`src/hdl/ranked_score_table_macros.svh`:
```
// Assertion macros shared by the ranked score table RTL.
// Expects aclk and aresetn in the scope of each use.
`ifndef RANKED_SCORE_TABLE_MACROS_SVH
`define RANKED_SCORE_TABLE_MACROS_SVH
`ifndef NO_ASSERTIONS
`define RSTAB_ASSERT(lbl, prop, msg) \
    lbl: assert property (@(posedge aclk) disable iff (!aresetn) prop) else $error(msg);
`define RSTAB_ASSERT_NEVER(lbl, expr, msg) \
    lbl: assert property (@(posedge aclk) disable iff (!aresetn) !(expr)) else $error(msg);
`else
`define RSTAB_ASSERT(lbl, prop, msg)
`define RSTAB_ASSERT_NEVER(lbl, expr, msg)
`endif
`endif

```
`src/hdl/rstab_pkg.sv`:
```
// Shared types, constants and compare function of the ranked score table.
// No dependencies; imported by every module of the block.
`default_nettype none
package rstab_pkg;

    localparam int TEAMS      = 256;
    localparam int SCORE_BITS = 48;
    localparam int TEAM_W     = 9;
    localparam int POINTS_W   = 32;
    localparam int TOTAL_W    = 48;
    localparam int IDX_W      = $clog2(TEAMS);
    localparam int SUM_W      = ((SCORE_BITS > POINTS_W) ? SCORE_BITS : POINTS_W) + 1;

    localparam logic [SCORE_BITS-1:0] SCORE_MAX = '1;

    localparam logic OP_ADD     = 1'b0;
    localparam logic OP_QUERY   = 1'b1;
    localparam logic STATUS_OK  = 1'b0;
    localparam logic STATUS_ERR = 1'b1;

    typedef struct packed {
        logic                op;
        logic [TEAM_W-1:0]   team;
        logic [POINTS_W-1:0] points;
        logic [TEAM_W-1:0]   rank;
    } in_req_t;

    typedef struct packed {
        logic [TEAM_W-1:0]  ranked_team;
        logic [TOTAL_W-1:0] total_points;
        logic               status;
    } out_res_t;

    typedef struct packed {
        logic [TEAM_W-1:0]     team;
        logic [SCORE_BITS-1:0] total;
    } entry_t;

    typedef struct packed {
        logic load_req;
        logic mem_rd;
        logic sum_load;
        logic row_insert;
        logic scan_start;
        logic row_rotate;
        logic out_load;
    } cmd_t;

    typedef struct packed {
        logic req_op;
        logic req_bad;
        logic rot_last;
        logic out_free;
    } status_t;

    // a belongs strictly before b: more points, or equal points and lower team
    function automatic logic entry_ahead(input entry_t a, input entry_t b);
        entry_ahead = (a.total > b.total) || ((a.total == b.total) && (a.team < b.team));
    endfunction

endpackage
`default_nettype wire

```
`src/hdl/rstab_ctrl.sv`:
```
// Controller state machine: sequences check, total update, row insert and rank scan.
// Depends on rstab_pkg; drives the datapath by cmd_t and reads status_t.
`default_nettype none
`include "ranked_score_table_macros.svh"
module rstab_ctrl import rstab_pkg::*; (
    input  wire logic    aclk,
    input  wire logic    aresetn,
    input  wire logic    s_valid,
    output logic         s_ready,
    input  wire status_t status,
    output cmd_t         cmd
);

    localparam logic [2:0] ST_IDLE   = 3'd0;
    localparam logic [2:0] ST_CHECK  = 3'd1;
    localparam logic [2:0] ST_SUM    = 3'd2;
    localparam logic [2:0] ST_INSERT = 3'd3;
    localparam logic [2:0] ST_SCAN   = 3'd4;
    localparam logic [2:0] ST_RESULT = 3'd5;

    logic [2:0] state_reg;
    logic [2:0] state_next;

    assign s_ready = (state_reg == ST_IDLE);

    always_comb begin
        cmd        = '0;
        state_next = state_reg;
        case (state_reg)
            ST_IDLE: begin
                if (s_valid) begin
                    cmd.load_req = 1'b1;
                    state_next   = ST_CHECK;
                end
            end
            ST_CHECK: begin
                if (status.req_bad) begin
                    state_next = ST_RESULT;
                end else if (status.req_op == OP_ADD) begin
                    cmd.mem_rd = 1'b1;
                    state_next = ST_SUM;
                end else begin
                    cmd.scan_start = 1'b1;
                    state_next     = ST_SCAN;
                end
            end
            ST_SUM: begin
                cmd.sum_load = 1'b1;
                state_next   = ST_INSERT;
            end
            ST_INSERT: begin
                cmd.row_insert = 1'b1;
                state_next     = ST_IDLE;
            end
            ST_SCAN: begin
                cmd.row_rotate = 1'b1;
                if (status.rot_last) begin
                    state_next = ST_RESULT;
                end
            end
            ST_RESULT: begin
                if (status.out_free) begin
                    cmd.out_load = 1'b1;
                    state_next   = ST_IDLE;
                end
            end
            default: begin
                state_next = ST_IDLE;
            end
        endcase
    end

    always_ff @(posedge aclk) begin
        if (!aresetn) begin
            state_reg <= ST_IDLE;
        end else begin
            state_reg <= state_next;
        end
    end

    `RSTAB_ASSERT_NEVER(a_ins_rot, cmd.row_insert && cmd.row_rotate, "insert during rotation")
    `RSTAB_ASSERT(a_out_free, cmd.out_load |-> status.out_free, "result overwrites pending result")
    `RSTAB_ASSERT(a_accept_chk, (s_valid && s_ready) |=> (state_reg == ST_CHECK), "accept not checked")

endmodule
`default_nettype wire

```
`config.mk`:
```
export PLATFORM = sky130hd
export DESIGN_NAME = rstab_ctrl
export DESIGN_NICKNAME = d
export VERILOG_FILES = /design/src/hdl/rstab_pkg.sv /design/src/hdl/rstab_ctrl.sv
export VERILOG_INCLUDE_DIRS = /design/src /design/src/hdl
export SDC_FILE = /design/constraint.sdc
export NUM_CORES = 1
export LEC_CHECK = 0
export BUFFER_PORTS_ARGS = -buffer_cell sky130_fd_sc_hd__buf_4
export CORE_AREA = 2 2 39 41
export CTS_BUF_LIST = sky130_fd_sc_hd__clkbuf_8 sky130_fd_sc_hd__clkbuf_16
export DETAILED_ROUTE_END_ITERATION = 8
export DIE_AREA = 0 0 41 43
export PLACE_DENSITY_LB_ADDON = 0.15
export SETUP_SLACK_MARGIN = 0.1
export SLEW_MARGIN = 20
export SYNTH_ARGS = -nofsm -noshare
export SYNTH_HDL_FRONTEND = slang
export SYNTH_SLANG_ARGS = --single-unit
```
`constraint.sdc`:
```
create_clock -name aclk -period 1.5 [get_ports aclk]
set_input_delay 0.075 -clock aclk [delete_from_list [all_inputs] [get_ports aclk]]
set_output_delay 0.075 -clock aclk [all_outputs]
set_load 0.05 [all_outputs]
```
# [Word level (Yosys, flattened, before mapping)]
# Cells that the tools add are included.
[op_classes] n_eq_ne=8 mux=19 reduce_logical=2
[op_table] operator="$mux 3" n=5
[op_table] operator="$pmux 3 s5" n=1
[op_table] operator="$mux 1" n=13
[op_table] operator="$eq 3x2->1 const B" n=2
[op_table] operator="$eq 3x3->1 const B" n=2
[op_table] operator="$ne 2x2->1 const B" n=3
[op_table] operator="$eq 3x1->1 const B" n=1
[op_table] operator="$logic_not 3->1" n=1
[op_table] operator="$reduce_and 3->1" n=1
[totals] input_bits=7 ff_bits=3 output_inout_bits=8 elab_cells=30

# [Logic depth before layout (Yosys ltp)]
# Gate-level depths: netlist of the first run.
[logic_depth] word_depth=3 depth_mapped=4 depth_no_buf=3

# [Worst setup path before layout of the first run]
# Ideal clock, no wire load.
[synth_path] kind="register to register" start="reg state_reg[0]" end="reg state_reg[1]" n_path_buf=1 stages_incl_launch_ff=5 arrival_ns=2.225 path_slack_ns=-0.791 setup_time_ns=0.066 t_required_ns=1.434 synth_period_minus_slack_ns=2.291 cell_sequence="dfxtp_1 buf_6 nand2b_1 nor4_1 o21a_1"
[synth_between] elab_chain_len=3 elab_cells_between_ends=10 classes_between="7 x eq/ne; 1 x mux; 2 x reduce/logical"
[synth_lines] item="start, declared" line="rstab_ctrl.sv:21" rtl="logic [2:0] state_reg;"
[synth_lines] item="start signal, assigned" line="rstab_ctrl.sv:77" rtl="state_reg <= state_next;"
[synth_lines] item="$eq 3x3->1 / $logic_not 3->1 (equally long branches)" line="rstab_ctrl.sv:29" rtl="case (state_reg)"
[synth_lines] item="$ne 2x2->1 (no line)"
[synth_lines] item="$reduce_and 3->1 (no line)"
# Parallel ways exist; a longest one is shown, timed or not.
# A chain may end at the register's enable or synchronous reset.

==> results_dict.tcl, run 1 <==
set metrics [dict create \
    status "finished, final reports clean" \
    syn-cell-area_sq_um 225 \
    fin_hold_ws_ns 0.0979 \
    cp.arrival_ns 1.24 \
    layout-drive-gt1-share_pct 60.9 \
    cts_max_level 1 \
    ctsHoldBuffers 0 \
    place_congestion 0.738 \
    die_w_um 41 \
    critPathMaxStageDelay_ns 0.35 \
    tns_ns 0 \
    rsz0062_at_grt "no" \
    yosys.area_share.simple_pct 43.9 \
    cp_cell_sequence "buf_4, nor4_4, buf_6" \
    cp-start-kind "flip-flop" \
    initial_core_util_pct 16.3 \
    drv_slew 0 \
    synth_top_family_by_area "simple AND/OR/NAND/NOR gates" \
    drt_iter0_drc 3 \
    cap_violations 0 \
    area_delta_synth_final_pct 103 \
    skew_ns 0.00209 \
    place_hpwl_um 517 \
    final_cell_mix "14 x buf_4, 3 x clkbuf_8" \
    crit_fanout 6 \
    vias 263 \
    ir_drop_v 0.000816 \
    drtAntennaViolNets 0 \
    crit_type "flip-flop to output pin" \
    num-nets-final 54 \
    crit_required_ns 1.42 \
    yosysSeqAreaShare_pct 26.7 \
    cts_tree "yes" \
    p_per_area_nw_per_um2 1190 \
    clk_latency_ns 0.21 \
    fmax_mhz 763 \
    dr.pass1.iters 4 \
    netlist_instances 28 \
    period_share_pct 87.4 \
    dp_cells 58 \
    syn-num-nets 35 \
    cts_setup_buffers 0 \
    synth_xor_area_share_pct 0 \
    cp_slowest_cell "dfxtp_2" \
    insertedDiodeCount 0 \
    rows 14 \
    wl_um 657 \
    max_slew_margin_pct 78.6 \
    layout_commonest_cell "buf_4" \
    worst_pin_slew_ns 0.320 \
    yosysWarnings 0 \
    ys_seq_elements 3 \
    endpoint_kind "output pin" \
    grt_max_degree 10 \
    period_needed_ns 1.31 \
    wl_per_cell_um 10.6 \
    overflow 0 \
    hold_path.class "primary input to flip-flop" \
    clk_path_buf_depth 2 \
    grt_pass1_vias 263 \
    die-area_sq_um 1760 \
    largest_reg_flops 3 \
    vias_per_cell 4.24 \
    die-height_um 43 \
    drcViolationCount 0 \
    synthAdderAreaFrac_pct 0 \
    clockRootBuffer "clkbuf_8" \
    cts_inserted_buffers 3 \
    fin_cells 62 \
    hold_viol 0 \
    clk_pin_slew_worst_paths_ns 0.03 \
    synth_compound_area_share_pct 17.8 \
    core_sq_um 1380 \
    design.portCount 15 \
    ys_types 20 \
    grt_antenna_before_repair 0 \
    utilization_pct 33.1 \
    final-setup-viol-count 0 \
    io_buffers 14 \
    p_leak_nw 0.202 \
    grt_pass1_wl_mm 1.15 \
    grt_usage_pct 9.62 \
    postSynthAreaPerCell_sq_um 8.04 \
    clkSinkCount 3 \
    synthMuxAreaShare_pct 0 \
]
worst max-delay path: cells and delay by family, from the launching register on:
| kind | cells | cell delay, ns |
|---|---|---|
| flip-flops | 1 | 0.35 |
| AND/OR/NAND/NOR | 1 | 0.30 |
| buffers and inverters | 2 | 0.37 |
power breakdown:
group	switching, mW	internal [mW]
combinational	0.125	0.0842
clock	0.0490	0.174
sequential	0.0226	0.0917
synth_stat cells:
cell type  instances  area share [%]
dfxtp_1            3              27
a21oi_1            2             4.4
buf_6              2              10
nand2_1            2             3.3
nand2b_1           2             5.6
nor3_1             2             4.4
o21a_1             2             6.7
and2_1             1             2.8
and3_1             1             2.8
and4b_1            1             4.4
inv_1              1             1.7
nand3_1            1             2.2
nor2_1             1             1.7
nor3b_1            1             3.3
nor4_1             1             2.8
nor4b_1            1             3.9
o21ai_0            1             2.2
o311a_1            1             4.4
or2b_1             1             3.3
or4_1              1             3.3
what timing repair did:
action,CTS,global route
resized for setup,4,2
endpoints found under the hold margin,0,0
pin swaps,0,1
setup endpoints to repair,2,2
area by class of cell:
class	count	area (sq um)
repair buffers	16	128
well taps	16	20.0
clock buffers	3	41.3
flip-flops and latches	3	62.6
inverters	1	3.75
multi-input cells	22	199
fillers	153	926
clock inverters	1	3.75
routing by layer:
metal / track usage (%) / vias to the layer above / share of wire [%]
li1: - / 137 / -
met1: 12.8 / 113 / 49
met2: 12.5 / 13 / 40
met3: 5.24 / 0 / 10
met4: 4.00 / 0 / 0
met5: 0 / - / 0
path summary, 6_finish.rpt:
check / startpoint / to / slack, ns / cells past startpoint
max: state_reg[2] / cmd[5] / 0.19 / 3
min reg2reg: state_reg[2] / state_reg[0] / 0.62 / 2
max reg2reg: state_reg[1] / state_reg[0] / 0.24 / 3
min: aresetn / state_reg[1] / 0.1 / 2
kinds of logic (layout without fill, tap and decap cells):
| group | count (synthesis) | count (layout) |
|---|---|---|
| buf+inv | 3 | 21 |
| compound gates | 6 | 6 |
| simple gates | 16 | 16 |
| flops | 3 | 3 |
metrics by stage:
stage                     instance area [sq um]  setup WS, ns  power, mW
after floorplan                             278        0.0437      0.262
after global placement                      395         0.235      0.315
after detailed placement                    395         0.236      0.315
after CTS                                   452        0.0952      0.553
after global routing                        458         0.102      0.585
final                                       458         0.189      0.546
(Power assumes the default switching activity.)
==> run 2, diff against run 1 <==
--- a/config.mk
+++ b/config.mk
@@ -12,6 +12,7 @@
 export DETAILED_ROUTE_END_ITERATION = 8
 export DIE_AREA = 0 0 41 43
 export PLACE_DENSITY_LB_ADDON = 0.15
+export REMOVE_ABC_BUFFERS = 1
 export SETUP_SLACK_MARGIN = 0.1
 export SLEW_MARGIN = 20
 export SYNTH_ARGS = -nofsm -noshare
==> results_dict.tcl, run 2 (same netlist as run 1, synthesis figures left out) <==
set metrics [dict create \
    die-height_um 43 \
    largest_reg_flops 3 \
    clk_latency_ns 0.21 \
    cts_inserted_buffers 3 \
    clockRootBuffer "clkbuf_8" \
    period_share_pct 88.4 \
    layout-drive-gt1-share_pct 48.9 \
    final-setup-viol-count 0 \
    layout_commonest_cell "buf_4" \
    crit_required_ns 1.42 \
    worst_pin_slew_ns 0.264 \
    grt_pass1_wl_mm 1.01 \
    clk_pin_slew_worst_paths_ns 0.03 \
    drv_slew 0 \
    crit_type "flip-flop to output pin" \
    p_per_area_nw_per_um2 1280 \
    status "finished, final reports clean" \
    io_buffers 14 \
    cts_tree "yes" \
    cts_max_level 1 \
    p_leak_nw 0.183 \
    clk_path_buf_depth 2 \
    place_hpwl_um 465 \
    place_congestion 0.642 \
    initial_core_util_pct 16.3 \
    cp.arrival_ns 1.25 \
    critPathMaxStageDelay_ns 0.32 \
    grt_pass1_vias 257 \
    drt_iter0_drc 0 \
    tns_ns 0 \
    die_w_um 41 \
    drcViolationCount 0 \
    overflow 0 \
    rows 14 \
    fmax_mhz 754 \
    hold_viol 0 \
    ir_drop_v 0.000408 \
    p_total_mw 0.510 \
    worst_path_most_repeated_cell "buf_4" \
    drtAntennaViolNets 0 \
    fin_cells 61 \
    rsz0062_at_grt "yes" \
    final_cell_mix "15 x buf_4, 3 x clkbuf_8" \
    dp_cells 57 \
    vias 259 \
    vias_per_cell 4.25 \
    endpoint_kind "output pin" \
    max_slew_margin_pct 82.3 \
    core_sq_um 1380 \
    fin_hold_ws_ns 0.0897 \
    utilization_pct 28.8 \
    grt_max_degree 11 \
    area_delta_synth_final_pct 77.2 \
    cp-start-kind "flip-flop" \
    dr.pass1.iters 1 \
    ctsHoldBuffers 0 \
    skew_ns 0.00108 \
    crit_fanout 8 \
    die-area_sq_um 1760 \
    design.portCount 15 \
    cp_cell_sequence "buf_4, nor3_1, and2_1, buf_4" \
    num-nets-final 53 \
    insertedDiodeCount 0 \
    wl_um 578 \
    cp_slowest_cell "dfxtp_1" \
    grt_usage_pct 8.63 \
    wl_per_cell_um 9.48 \
    hold_path.class "primary input to flip-flop" \
    grt_antenna_before_repair 0 \
    period_needed_ns 1.33 \
    clkSinkCount 3 \
    cap_violations 0 \
]
run 2: path summary, 6_finish.rpt:
kind                            depth (start not counted)    startpoint           end  slack (ns)
worst max-delay path                                    4  state_reg[0]        cmd[6]        0.17
worst min-delay path                                    2       aresetn  state_reg[1]        0.09
worst max register to register                          3  state_reg[1]  state_reg[0]        0.28
worst min register to register                          2  state_reg[2]  state_reg[0]        0.63
run 2: through the flow:
step	setup slack (ns)	area [sq um]
final	0.174	399
after global routing	0.0504	399
after CTS	0.131	387
after detailed placement	0.267	335
after global placement	0.260	335
after floorplan	-0.834	203
run 2: layout make-up:
cell class	count	area, sq um
fill	154	985
multi-input combinational	22	156
timing repair buffer	15	113
sequential	3	61.3
clock buffer	3	41.3
tap	16	20.0
clock inverter	1	3.75
inverter	1	3.75
run 2: power breakdown:
part | switching [mW] | internal, mW | total [mW]
clock | 0.0508 | 0.174 | 0.225
combinational | 0.113 | 0.0661 | 0.179
sequential | 0.0155 | 0.0906 | 0.106
total | 0.179 | 0.331 | 0.510
run 2: worst max-delay path: cells and delay by family (launching register included):
family	cells	cell delay, ns
buffers and inverters	2	0.35
AND/OR/NAND/NOR	2	0.36
flip-flops	1	0.32
run 2: repair_timing:
action,in CTS,in global routing
pin swaps,0,0
hold endpoints to repair,0,0
resized for setup,1,3
buffers inserted,0,0
setup endpoints to repair,1,4
run 2: routing by layer:
layer | wire length (um) | up-vias | global-route usage, % | part of all wire, %
li1 | - | 136 | - | -
met3 | 35 | 0 | 3.14 | 6.1
met4 | 0 | 0 | 6.00 | 0
met1 | 208 | 119 | 10.3 | 36
met2 | 334 | 4 | 12.2 | 58
met5 | 0 | - | 0 | 0
